<file path="config.mk">
export PLATFORM = sky130hd
export DESIGN_NAME = json_stream_validator
export DESIGN_NICKNAME = d
export VERILOG_FILES = /design/src/rtl/core/jsv_pkg.sv /design/src/rtl/core/jsv_front.sv /design/src/rtl/core/jsv_back.sv /design/src/rtl/core/json_stream_validator.sv
export SDC_FILE = /design/constraint.sdc
export NUM_CORES = 1
export LEC_CHECK = 0
export BUFFER_PORTS_ARGS = -buffer_cell sky130_fd_sc_hd__buf_2
export CAP_MARGIN = 30
export CORE_MARGIN = 2
export CORE_UTILIZATION = 40
export CTS_CLUSTER_DIAMETER = 40
export DETAILED_ROUTE_END_ITERATION = 8
export GPL_ROUTABILITY_DRIVEN = 0
export HOLD_SLACK_MARGIN = 0.1
export PLACE_DENSITY = 0.66
export SLEW_MARGIN = 25
export SYNTH_ARGS = -nofsm -noshare
export SYNTH_HDL_FRONTEND = slang
export SYNTH_HIERARCHICAL = 1
export SYNTH_SLANG_ARGS = --single-unit
export TNS_END_PERCENT = 30
</file>
<file path="constraint.sdc">
create_clock -name aclk -period 7.1 [get_ports aclk]
set_input_delay 1.065 -clock aclk [delete_from_list [all_inputs] [get_ports aclk]]
set_output_delay 1.065 -clock aclk [all_outputs]
set_load 0.05 [all_outputs]
</file>
<file path="src/rtl/core/jsv_pkg.sv">
// Package for the JSON stream validator: phase, event, status and kind codes,
// and the queue entry type shared by the front and back parts. No dependencies.
package jsv_pkg;

    typedef enum logic [2:0] {
        PH_WAIT, PH_BKEY, PH_KEY, PH_KDONE, PH_BVAL, PH_VAL, PH_VDONE, PH_END
    } phase_t;

    localparam logic [3:0] EV_SKIP = 4'd0;
    localparam logic [3:0] EV_OBJ_OPEN = 4'd1;
    localparam logic [3:0] EV_ARR_OPEN = 4'd2;
    localparam logic [3:0] EV_KEY_BYTE = 4'd3;
    localparam logic [3:0] EV_KEY_END = 4'd4;
    localparam logic [3:0] EV_COLON = 4'd5;
    localparam logic [3:0] EV_STR_BYTE = 4'd6;
    localparam logic [3:0] EV_STR_END = 4'd7;
    localparam logic [3:0] EV_NUM_BYTE = 4'd8;
    localparam logic [3:0] EV_LIT_BYTE = 4'd9;
    localparam logic [3:0] EV_VAL_TERM = 4'd10;
    localparam logic [3:0] EV_COMMA = 4'd11;
    localparam logic [3:0] EV_ARR_CLOSE = 4'd12;
    localparam logic [3:0] EV_OBJ_CLOSE = 4'd13;
    localparam logic [3:0] EV_ERROR = 4'd14;
    localparam logic [3:0] EV_IGNORED = 4'd15;

    localparam logic [3:0] ST_RUNNING = 4'd0;
    localparam logic [3:0] ST_COMPLETE = 4'd1;
    localparam logic [3:0] ST_BAD_START = 4'd2;
    localparam logic [3:0] ST_BAD_KEY = 4'd3;
    localparam logic [3:0] ST_BAD_COLON = 4'd4;
    localparam logic [3:0] ST_BAD_TYPE = 4'd5;
    localparam logic [3:0] ST_BAD_NUMBER = 4'd6;
    localparam logic [3:0] ST_BAD_BOOL = 4'd7;
    localparam logic [3:0] ST_BAD_NULL = 4'd8;
    localparam logic [3:0] ST_BAD_ENDING = 4'd9;
    localparam logic [3:0] ST_TOO_DEEP = 4'd10;

    localparam logic [2:0] VK_NONE = 3'd0;
    localparam logic [2:0] VK_STR = 3'd1;
    localparam logic [2:0] VK_NUM = 3'd2;
    localparam logic [2:0] VK_TRUE = 3'd3;
    localparam logic [2:0] VK_FALSE = 3'd4;
    localparam logic [2:0] VK_NULL = 3'd5;

    // Byte classes worked out by the front part.
    typedef struct packed {
        logic [7:0] data;
        logic       start;
        logic       ws;
        logic       lf;
        logic       digit_minus;
        logic       dot;
    } item_t;

    typedef struct packed {
        logic [3:0]  ev;
        logic        done;
        logic [2:0]  kind;
        logic [7:0]  data;
        logic [5:0]  level;
        logic [3:0]  status;
        logic [15:0] line;
        logic [15:0] col;
    } result_t;

endpackage

</file>
<file path="src/rtl/core/jsv_front.sv">
// Front part: accepts byte transactions, classifies each byte and queues it.
// Depends on jsv_pkg.
module jsv_front import jsv_pkg::*; (
    input  logic       aclk,
    input  logic       aresetn,
    input  logic       in_valid,
    output logic       in_ready,
    input  logic [7:0] in_byte,
    input  logic       in_start,
    output logic       q_valid,
    input  logic       q_ready,
    output item_t      q_item
);

    item_t      mem_reg [2];
    logic [1:0] wptr_reg, rptr_reg;
    item_t      cls;

    always_comb begin
        cls.data = in_byte;
        cls.start = in_start;
        cls.lf = in_byte == 8'h0a;
        cls.ws = in_byte == 8'h20 || in_byte == 8'h09 || in_byte == 8'h0d || cls.lf;
        cls.digit_minus = (in_byte >= 8'h30 && in_byte <= 8'h39) || in_byte == 8'h2d;
        cls.dot = in_byte == 8'h2e;
    end

    assign q_valid = wptr_reg != rptr_reg;
    assign in_ready = (wptr_reg ^ rptr_reg) != 2'b10;
    assign q_item = mem_reg[rptr_reg[0]];

    always_ff @(posedge aclk) begin
        if (in_valid && in_ready) begin
            mem_reg[wptr_reg[0]] <= cls;
        end
        if (!aresetn) begin
            wptr_reg <= '0;
            rptr_reg <= '0;
        end else begin
            if (in_valid && in_ready) wptr_reg <= wptr_reg + 2'd1;
            if (q_valid && q_ready) rptr_reg <= rptr_reg + 2'd1;
        end
    end

endmodule

</file>
<file path="src/rtl/core/jsv_back.sv">
// Back part: parser state machine, nesting stack and position counters, with
// a registered result. Depends on jsv_pkg.
module jsv_back import jsv_pkg::*; #(
    parameter int MAX_DEPTH = 32
) (
    input  logic       aclk,
    input  logic       aresetn,
    input  logic [5:0] depth_limit,
    input  logic       q_valid,
    output logic       q_ready,
    input  item_t      q_item,
    output logic       r_valid,
    input  logic       r_ready,
    output result_t    r_data
);

    localparam int DW = $clog2(MAX_DEPTH + 1);
    localparam int IW = (MAX_DEPTH > 1) ? $clog2(MAX_DEPTH) : 1;

    phase_t          phase_reg, ph;
    logic [2:0]      vk_reg, vk;
    logic [MAX_DEPTH-1:0] kinds_reg, kinds;
    logic [DW-1:0]   depth_reg, dp;
    logic [39:0]     lit_reg, lit;
    logic [2:0]      llen_reg, llen;
    logic [15:0]     line_reg, ln;
    logic [15:0]     col_reg, cl;
    logic [3:0]      fst_reg, fst;
    logic            rv_reg;
    result_t         res_reg, res;
    logic            go;

    logic [3:0] ev;
    logic       done;
    logic [2:0] kind, k;
    logic       top, term, ok, lit_ok;
    logic [DW-1:0] lim;
    logic [7:0] b;

    assign q_ready = !rv_reg || r_ready;
    assign go = q_valid && q_ready;
    assign r_valid = rv_reg;
    assign r_data = res_reg;

    always_comb begin
        phase_t ph0;
        ph0 = phase_reg; vk = vk_reg; kinds = kinds_reg; dp = depth_reg;
        lit = lit_reg; llen = llen_reg; ln = line_reg; cl = col_reg; fst = fst_reg;
        b = q_item.data;
        if (q_item.start) begin
            ph0 = PH_WAIT; vk = VK_NONE; kinds = '0; dp = '0; lit = '0; llen = '0;
            ln = 16'd1; cl = 16'd1; fst = ST_RUNNING;
        end
        ph = ph0;
        ev = EV_SKIP; done = 1'b0; kind = VK_NONE; k = VK_NONE; ok = 1'b1;
        top = (dp == '0) ? 1'b0 : kinds[IW'(dp - DW'(1))];
        if (depth_limit == 6'd0) lim = DW'(1);
        else if (32'(depth_limit) > MAX_DEPTH) lim = DW'(MAX_DEPTH);
        else lim = DW'(depth_limit);
        term = q_item.ws || b == 8'h2c || b == 8'h5d || b == 8'h7d;
        lit_ok = 1'b0;
        if (ph0 == PH_END) begin
            ev = EV_IGNORED;
        end else begin
            if (q_item.lf) begin
                if (ln != 16'hffff) ln = ln + 16'd1;
                cl = 16'd1;
            end
            if (cl != 16'hffff) cl = cl + 16'd1;
            if (!(ph0 == PH_VAL || ph0 == PH_KEY) && q_item.ws) begin
                ev = EV_SKIP;
            end else begin
                unique case (ph0)
                    PH_WAIT: begin
                        if (b != 8'h7b) begin
                            fst = ST_BAD_START; ph = PH_END; ev = EV_ERROR;
                        end else if (dp >= lim) begin
                            fst = ST_TOO_DEEP; ph = PH_END; ev = EV_ERROR;
                        end else begin
                            kinds[IW'(dp)] = 1'b0; dp = dp + DW'(1);
                            ph = PH_BKEY; ev = EV_OBJ_OPEN;
                        end
                    end
                    PH_BKEY: begin
                        if (b != 8'h22) begin
                            fst = ST_BAD_KEY; ph = PH_END; ev = EV_ERROR;
                        end else ph = PH_KEY;
                    end
                    PH_KEY: begin
                        if (b == 8'h22) begin
                            ph = PH_KDONE; ev = EV_KEY_END;
                        end else ev = EV_KEY_BYTE;
                    end
                    PH_KDONE: begin
                        if (b != 8'h3a) begin
                            fst = ST_BAD_COLON; ph = PH_END; ev = EV_ERROR;
                        end else begin
                            ph = PH_BVAL; ev = EV_COLON;
                        end
                    end
                    PH_BVAL: begin
                        lit = '0; llen = '0;
                        if (b == 8'h22) begin
                            vk = VK_STR; ph = PH_VAL;
                        end else if (b == 8'h5b || b == 8'h7b) begin
                            if (dp >= lim) begin
                                fst = ST_TOO_DEEP; ph = PH_END; ev = EV_ERROR;
                            end else begin
                                kinds[IW'(dp)] = (b == 8'h5b); dp = dp + DW'(1);
                                ph = (b == 8'h5b) ? PH_BVAL : PH_BKEY;
                                ev = (b == 8'h5b) ? EV_ARR_OPEN : EV_OBJ_OPEN;
                            end
                        end else if (q_item.digit_minus) begin
                            vk = VK_NUM; ph = PH_VAL; ev = EV_NUM_BYTE;
                        end else if (b == 8'h74 || b == 8'h66 || b == 8'h6e) begin
                            vk = (b == 8'h6e) ? VK_NULL : VK_TRUE;
                            lit = {32'd0, b}; llen = 3'd1;
                            ph = PH_VAL; ev = EV_LIT_BYTE;
                        end else begin
                            fst = ST_BAD_TYPE; ph = PH_END; ev = EV_ERROR;
                        end
                    end
                    PH_VAL, PH_VDONE: begin
                        if (ph0 == PH_VAL && vk == VK_STR) begin
                            if (b == 8'h22) begin
                                ph = PH_VDONE; done = 1'b1; kind = VK_STR;
                                ev = EV_STR_END;
                            end else ev = EV_STR_BYTE;
                        end else if (ph0 == PH_VAL && !term) begin
                            if (vk == VK_NUM) begin
                                if (!(q_item.digit_minus || q_item.dot)) begin
                                    fst = ST_BAD_NUMBER; ph = PH_END; ev = EV_ERROR;
                                end else ev = EV_NUM_BYTE;
                            end else begin
                                case (llen)
                                    3'd0: lit[7:0] = b;
                                    3'd1: lit[15:8] = b;
                                    3'd2: lit[23:16] = b;
                                    3'd3: lit[31:24] = b;
                                    3'd4: lit[39:32] = b;
                                    default: ;
                                endcase
                                if (llen != 3'd7) llen = llen + 3'd1;
                                ev = EV_LIT_BYTE;
                            end
                        end else begin
                            if (ph0 == PH_VAL) begin
                                if (vk == VK_NUM) k = VK_NUM;
                                else if (vk == VK_TRUE) begin
                                    if (llen == 3'd4 && lit[31:0] == 32'h65757274)
                                        k = VK_TRUE;
                                    else if (llen == 3'd5 && lit == 40'h65736c6166)
                                        k = VK_FALSE;
                                    else begin
                                        ok = 1'b0; fst = ST_BAD_BOOL;
                                    end
                                end else begin
                                    if (llen == 3'd4 && lit[31:0] == 32'h6c6c756e)
                                        k = VK_NULL;
                                    else begin
                                        ok = 1'b0; fst = ST_BAD_NULL;
                                    end
                                end
                                lit_ok = ok;
                            end
                            if (!ok) begin
                                ph = PH_END; ev = EV_ERROR;
                            end else if (ph0 == PH_VAL && q_item.ws) begin
                                ph = PH_VDONE; done = 1'b1; kind = k; ev = EV_VAL_TERM;
                            end else if (b == 8'h2c) begin
                                ph = top ? PH_BVAL : PH_BKEY; ev = EV_COMMA;
                            end else if (b == 8'h5d && dp != '0 && top) begin
                                dp = dp - DW'(1); ph = PH_VDONE; ev = EV_ARR_CLOSE;
                            end else if (b == 8'h7d && dp != '0 && !top) begin
                                dp = dp - DW'(1); ev = EV_OBJ_CLOSE;
                                if (dp == '0) begin
                                    fst = ST_COMPLETE; ph = PH_END;
                                end else ph = PH_VDONE;
                            end else begin
                                fst = ST_BAD_ENDING; ph = PH_END; ev = EV_ERROR;
                            end
                            if (lit_ok && ev != EV_ERROR && ev != EV_VAL_TERM) begin
                                done = 1'b1; kind = k;
                            end
                        end
                    end
                    default: begin
                        fst = ST_BAD_ENDING; ph = PH_END; ev = EV_ERROR;
                    end
                endcase
            end
        end
        res.ev = ev; res.done = done; res.kind = kind; res.data = b;
        res.level = 6'(dp); res.status = fst; res.line = ln; res.col = cl;
    end

    always_ff @(posedge aclk) begin
        if (go) res_reg <= res;
        if (!aresetn) begin
            phase_reg <= PH_WAIT; vk_reg <= VK_NONE; kinds_reg <= '0;
            depth_reg <= '0; lit_reg <= '0; llen_reg <= '0;
            line_reg <= 16'd1; col_reg <= 16'd1; fst_reg <= ST_RUNNING;
            rv_reg <= 1'b0;
        end else begin
            if (go) begin
                phase_reg <= ph; vk_reg <= vk; kinds_reg <= kinds; depth_reg <= dp;
                lit_reg <= lit; llen_reg <= llen; line_reg <= ln; col_reg <= cl;
                fst_reg <= fst;
                rv_reg <= 1'b1;
            end else if (r_ready) rv_reg <= 1'b0;
        end
    end

endmodule

</file>
<file path="src/rtl/core/json_stream_validator.sv">
// A byte transaction gives its event transaction after passing through the
// classifying queue and then the parser's result register.
// Throughput: one byte per cycle while m_tready does not stall the output.
// Reset (aresetn low, synchronous) empties the queue and result register and
// returns the parser to waiting for the opening brace with depth_limit 32.
// Depends on jsv_pkg, jsv_front and jsv_back.
module json_stream_validator import jsv_pkg::*; #(
    parameter int MAX_DEPTH = 32
) (
    input  logic        aclk,
    input  logic        aresetn,
    // Configuration: depth_limit write channel.
    input  logic        cfg_valid,
    output logic        cfg_ready,
    input  logic [5:0]  cfg_data,
    input  logic        s_tvalid,
    output logic        s_tready,
    input  logic [7:0]  s_tdata,   // data_byte
    input  logic        s_tuser,   // doc_start
    output logic        m_tvalid,
    input  logic        m_tready,
    // From bit 0: event_res[3:0], value_done, scalar_kind[2:0], byte_echo[7:0],
    // nest_level[5:0], status[3:0], line_number[15:0], column_number[15:0];
    // padded with zeros to 64 bits.
    output logic [63:0] m_tdata
);

    logic [5:0] limit_reg;
    logic       q_valid, q_ready;
    item_t      q_item;
    result_t    r;

    // The limit register is always ready; the user must write it only while idle (not enforced here).
    assign cfg_ready = 1'b1;
    always_ff @(posedge aclk) begin
        if (!aresetn) limit_reg <= 6'd32;
        else if (cfg_valid) limit_reg <= cfg_data;
    end

    jsv_front u_front (
        .aclk(aclk), .aresetn(aresetn),
        .in_valid(s_tvalid), .in_ready(s_tready),
        .in_byte(s_tdata), .in_start(s_tuser),
        .q_valid(q_valid), .q_ready(q_ready), .q_item(q_item)
    );

    jsv_back #(.MAX_DEPTH(MAX_DEPTH)) u_back (
        .aclk(aclk), .aresetn(aresetn), .depth_limit(limit_reg),
        .q_valid(q_valid), .q_ready(q_ready), .q_item(q_item),
        .r_valid(m_tvalid), .r_ready(m_tready), .r_data(r)
    );

    // Pack the result fields, first field lowest.
    assign m_tdata = {6'b000000, r.col, r.line, r.status, r.level, r.data, r.kind,
                      r.done, r.ev};

endmodule
</file>
-- After elaboration in Yosys (flattened, before gate mapping)
Memory sizes are Yosys's and may differ from the RTL's. A register that Yosys moved wholly into a read port is not among the register bits.
Index checks and enable logic that the tools add are counted.
Widths: inputs -> output; s select.
- output and inout port bits: 67
- register bits after elaboration: 192
- memory bits (writable): 26
- bits of input ports: 20
- memories kept: 1
- memory list (memory ; words ; bits a word ; read ports ; clocked after memory_dff ; wr ports ; RTL line ; text):
    u_front.mem_reg ; 2 ; 13 ; 1 ; 1 ; 1 ; jsv_front.sv:15 ; item_t mem_reg [2];
- reduce and logical (&&, ||, !) cells: 43
- $add $sub $neg: 7
- equality and inequality tests: 43
- bitwise gates (word level): 4
- multiplexer cells: 202
- magnitude comparators: 7
- operators with widths (cell ; count):
    $mux 40 ; 9
    $mux 32 ; 8
    $mux 4 ; 47
    $mux 3 ; 56
    $mux 16 ; 9
    $mux 6 ; 16
    $pmux 40 s2 ; 1
    $eq 32x31->1 const B ; 2
    $pmux 32 s2 ; 1
    $eq 8x7->1 const B ; 7
    $mux 8 ; 6
    $pmux 4 s6 ; 2
    $eq 40x39->1 const B ; 1
    $eq 8x6->1 const B ; 5
    $mux 1 ; 37
    $add 16x1->16 const B ; 2
    $and 32x32->32 ; 1
    $bwmux 32 ; 1
    $ne 16x16->1 const B ; 2
    $not 32->32 ; 1
    $eq 8x4->1 const B ; 3
    $eq 3x2->1 const B ; 6
    $eq 3x3->1 const B ; 6
    $logic_not 6->1 ; 3
    other kinds (33) ; 74

-- Longest topological paths before layout
- word-level depth: 25
- gate-level depth with buffers: 17
- gate-level depth less buffers: 13

-- Cells and area by module
Netlist, hierarchy kept.
- modules (own cells, without submodules) (module ; cells an instance ; instances ; area each (sq um) ; seq. area each (sq um)):
    jsv_back ; 1292 ; 1 ; 10652.7 ; 4224.1
    jsv_front ; 88 ; 1 ; 1303.8 ; 880.8
    json_stream_validator ; 28 ; 1 ; 286.5 ; 120.1

-- Worst setup path before layout
OpenSTA, ideal clock, no wires.
- path kind: input to register
- start: in m_tready
- end: reg u_back.res_reg, in the netlist u_back/r_data[0] (enable)
- required time: 6.655 ns
- setup slack: 2.721 ns
- stages: 6
- data arrival time: 3.934 ns
- path through: nand2b_1 > nand2_1 > inv_1 > clkbuf_1 > clkbuf_1 > clkbuf_1
- word-level cells in the longest chain between the ends: 2
- ends and longest elaborated chain (element ; RTL line ; text):
    start: declaration ; json_stream_validator.sv:21 ; input logic m_tready,
    $logic_or 1x1->1 ; jsv_back.sv:40 ; assign q_ready = !rv_reg || r_ready;
    $logic_and 1x1->1 ; jsv_back.sv:41 ; assign go = q_valid && q_ready;
    named net u_back.go ; jsv_back.sv:31 ; logic go;
    end signal: assignment ; jsv_back.sv:198 ; if (go) res_reg <= res;
    end: declaration ; jsv_back.sv:30 ; result_t res_reg, res;
The timed path passes the listed nets, and every way through them passes these cells.
A chain may end at the register's enable or synchronous reset.

==> summary.md <==
| Metric | Value |
|---|---|
| Fin area | 0.0138 sq mm |
| Via Count | 11100 |
| Port Buf Inserts | 79 |
| Post-CTS Resized | 0 |
| Largest net degree at the start of global routing | 73 |
| Total gr overflow | 0 |
| Share of cells above drive strength 1 | 14.4% |
| Reg2reg end | u_back/r_data[40]$_DFFE_PP_ |
| RSZ-0062 raised after global routing | no |
| Worst-Skew Late Latency | 0.56 ns |
| Cell Int Power | 2850 uW |
| Area Overhead vs Synth | 13.1% |
| # IOs | 87 |
| Worst-path cell chain | mux2_4 -> inv_2 -> nand2_1 -> ha_1 -> or2_1 -> o22ai_1 -> mux2i_1 -> o22ai_1 -> or3_1 -> a211oi_2 -> a211oi_1 -> nand2_1 |
| PD cells | 350 mW/mm^2 |
| Cell Rows | 64 |
| Reg clk slew, reported paths | 0.06 ns |
| Max Fclk | 195 MHz |
| Arr. time, crit path | 5.43 ns |
| Synth area leaders | dfxtp_1 22%, edfxtp_1 21%, nand2_1 4.8% |
| Vias in the first global route | 10400 |
| Setup TNS Final | 0 ns |
| DR vias/cell | 5.95 |
| Worst setup EP type | flop |
| Setup CP Type | reg2reg |
| Slew HR | 34.5% |
| Final setup vio count | 0 |
| Slowest cell on the critical path | dfxtp_1 |
| Hold-critical path depth | 2 |
| Synthesized cell area | 0.0122 sq mm |
| Clock buffer depth | 3 |
| Hold slack final | 0.462 ns |
| DRC | 0 |
| Reg2Reg Depth | 12 |
| Hold buffer count at cts | 0 |
| DRT Pass-1 Iters | 6 |
| Sequential power share | 34.8% |
| H-Tree Depth | 1 |
| Final WL | 34800 um |
| Hold EP | u_back/llen_reg[1]$_SDFFE_PN0P_ |
| Seq/Total Area, Yosys | 42.7% |
| Status | complete, no violations |
| Maxcap violations | 0 |
| Area after DPL | 0.0128 sq mm |
| Comb power frac | 34.1% |
| R2R Setup Slk | 1.96 ns |
| Max reg flops | 58 |
| Initial Util | 40.3% |
| First-pass GRT wire length | 54800 um |
| Diodes inserted | 0 |
| Final Max Slew Viols | 0 |
| Die area | 0.0320 sq mm |
| Mean post-synth cell area | 8.70 sq um |
| Hold Crit Class | reg2reg |
| GRT Total Usage | 21.2% |
| Clock share of power | 31.1% |
| Synth top area share | 22.1% |
| Clock Sinks | 219 |
| Initial antenna violation count | 0 |
| Hold Vio Cnt, Final | 0 |
| CP Max Fanout | 32 |
| Primary FF master, synth | dfxtp_1 |
| Switching part of the total power | 41.3% |
| Fin nets | 1474 |
| Min-delay src | u_back/llen_reg[1]$_SDFFE_PN0P_ |
| Synth warn | 6 |
| Post-CTS Setup Inserts | 0 |
| CP required | 7.40 ns |
| Starting DRT DRC Count | 1003 |
| Biggest area consumer among synthesized cells | dfxtp_1 |
| DPL Wire Length | 23600 um |
| Clock period minus worst slack | 5.14 ns |
| Die Y | 179 um |
| CTS tree | yes |
| Number of buffers created by CTS | 31 |
| Post-synthesis async set-or-reset flop share | 0% |
| Mapped Cells | 1408 |
| Cell leakage power | 0.00492 uW |
| Least-Margin Pin Slew | 0.973 ns |
| Core ar. | 0.0303 sq mm |
| Root buf cell | clkbuf_16 |
| Clock skew | 0.0170 ns |
| Antenna Nets Post-Route | 0 |
| Drt wl/cell | 18.7 um |
| Period utilisation layout | 72.3% |
| Switching power | 2000 uW |
| CP Launch Type | flop |
| Number of synthesized flops with an enable pin | 84 |
| Die width | 179 um |
| Maximum vdd drop | 0.225 mV |
| #FFs+latches synth | 219 |
| Post-synthesis cell type count | 95 |
| Crit path largest cell delay | 0.70 ns |
==> cell usage after synthesis, types with 5 or more instances <==
library cell / count
nand4_1: 14
nor2_1: 154
nor4_1: 17
inv_1: 22
dfxtp_1: 135
nor3b_1: 8
o21ai_1: 13
o21ai_0: 73
xnor2_1: 17
nor2b_1: 22
or2_2: 5
o22ai_1: 20
or3_1: 5
mux2_2: 14
xor2_1: 12
or3b_1: 5
and2_1: 12
mux2i_1: 32
nand3_1: 59
a21oi_1: 113
a211oi_1: 10
a31oi_1: 18
a22oi_1: 47
nor3_1: 44
nand2_1: 157
nand2b_1: 11
o21a_1: 12
and3_1: 23
buf_2: 17
clkbuf_1: 64
nand4b_1: 13
nor4b_1: 7
ha_1: 16
edfxtp_1: 84
buf_4: 8
o211ai_1: 7
==> cell type report <==
type	instances	area, sq um
Clock inverter	21	218
Multi-Input combinational cell	1069	6510
Sequential cell	219	5230
Clock buffer	36	812
Timing Repair Buffer	90	475
Inverter	27	105
Tap cell	396	495
Fill cell	2962	16500
==> layout by cell type (no fill, tap or decap), types with 23 or more instances in the layout <==
cell | netlist | layout
nand2_1 | 157 | 156
nor2_1 | 154 | 154
dfxtp_1 | 135 | 135
a21oi_1 | 113 | 113
edfxtp_1 | 84 | 84
buf_2 | 17 | 80
o21ai_0 | 73 | 73
nand3_1 | 59 | 59
a22oi_1 | 47 | 47
nor3_1 | 44 | 43
mux2i_1 | 32 | 32
clkbuf_16 | 0 | 31
and3_1 | 23 | 23
==> metal layers <==
layer	vias to the layer above	track usage (%)	routed length (um)
met3	110	3.46	2610
li1	5231	-	-
met5	-	0	0
met1	5224	27.8	14900
met2	494	34.6	15900
met4	0	9.18	1350
==> power groups by stage <==
| stage | combinational (uW) | clock (uW) | sequential, uW |
|---|---|---|---|
| 6_report | 1650 | 1510 | 1690 |
| 5_1_grt | 1760 | 1590 | 1710 |
| 4_1_cts | 1640 | 1540 | 1690 |
| 3_5_place_dp | 1630 | 0 | 1710 |
| 3_3_place_gp | 1610 | 0 | 1710 |
| 2_1_floorplan | 851 | 0 | 2090 |
==> per-stage QoR <==
step / setup WS, ns / util (%) / total power, uW / std cells
after CTS: 2.04 / 45.6 / 4860 / 1858
after detailed placement: 2.02 / 42.2 / 3340 / 1801
after global routing: 1.74 / 45.6 / 5060 / 1858
after global placement: 2.11 / 42.2 / 3310 / 1800
final: 1.96 / 45.6 / 4850 / 1858
after floorplan: 2.72 / - / 2940 / 1413
==> logic make-up after synthesis <==
group           synth area share, %
simple gates                   25.1
fa+ha+maj                      1.64
other cells                  0.0613
flops                          42.7
xor+xnor                       2.21
compound gates                 19.9
mux                            4.00
buf+inv                        4.51
==> worst max path at each step <==
stage	slack (ns)	cells past startpoint	end
5_1_grt	1.74	12	u_back/r_data[40]$_DFFE_PP_
3_3_place_gp	2.11	12	u_back/r_data[40]$_DFFE_PP_
4_1_cts	2.04	12	u_back/r_data[40]$_DFFE_PP_
3_5_place_dp	2.02	12	u_back/r_data[40]$_DFFE_PP_
6_report	1.96	12	u_back/r_data[40]$_DFFE_PP_
2_1_floorplan	2.72	6	u_back/r_data[0]$_DFFE_PP_
==> critical path: cells and delay by family (launching register included) <==
kind | cells | cell delay [ns]
compound gates | 4 | 1.30
simple gates | 4 | 1.20
flops | 1 | 0.70
mux | 2 | 0.65
buf+inv | 1 | 0.58
fa+ha+maj | 1 | 0.40
Note: power is estimated with default switching activity, not from simulation.
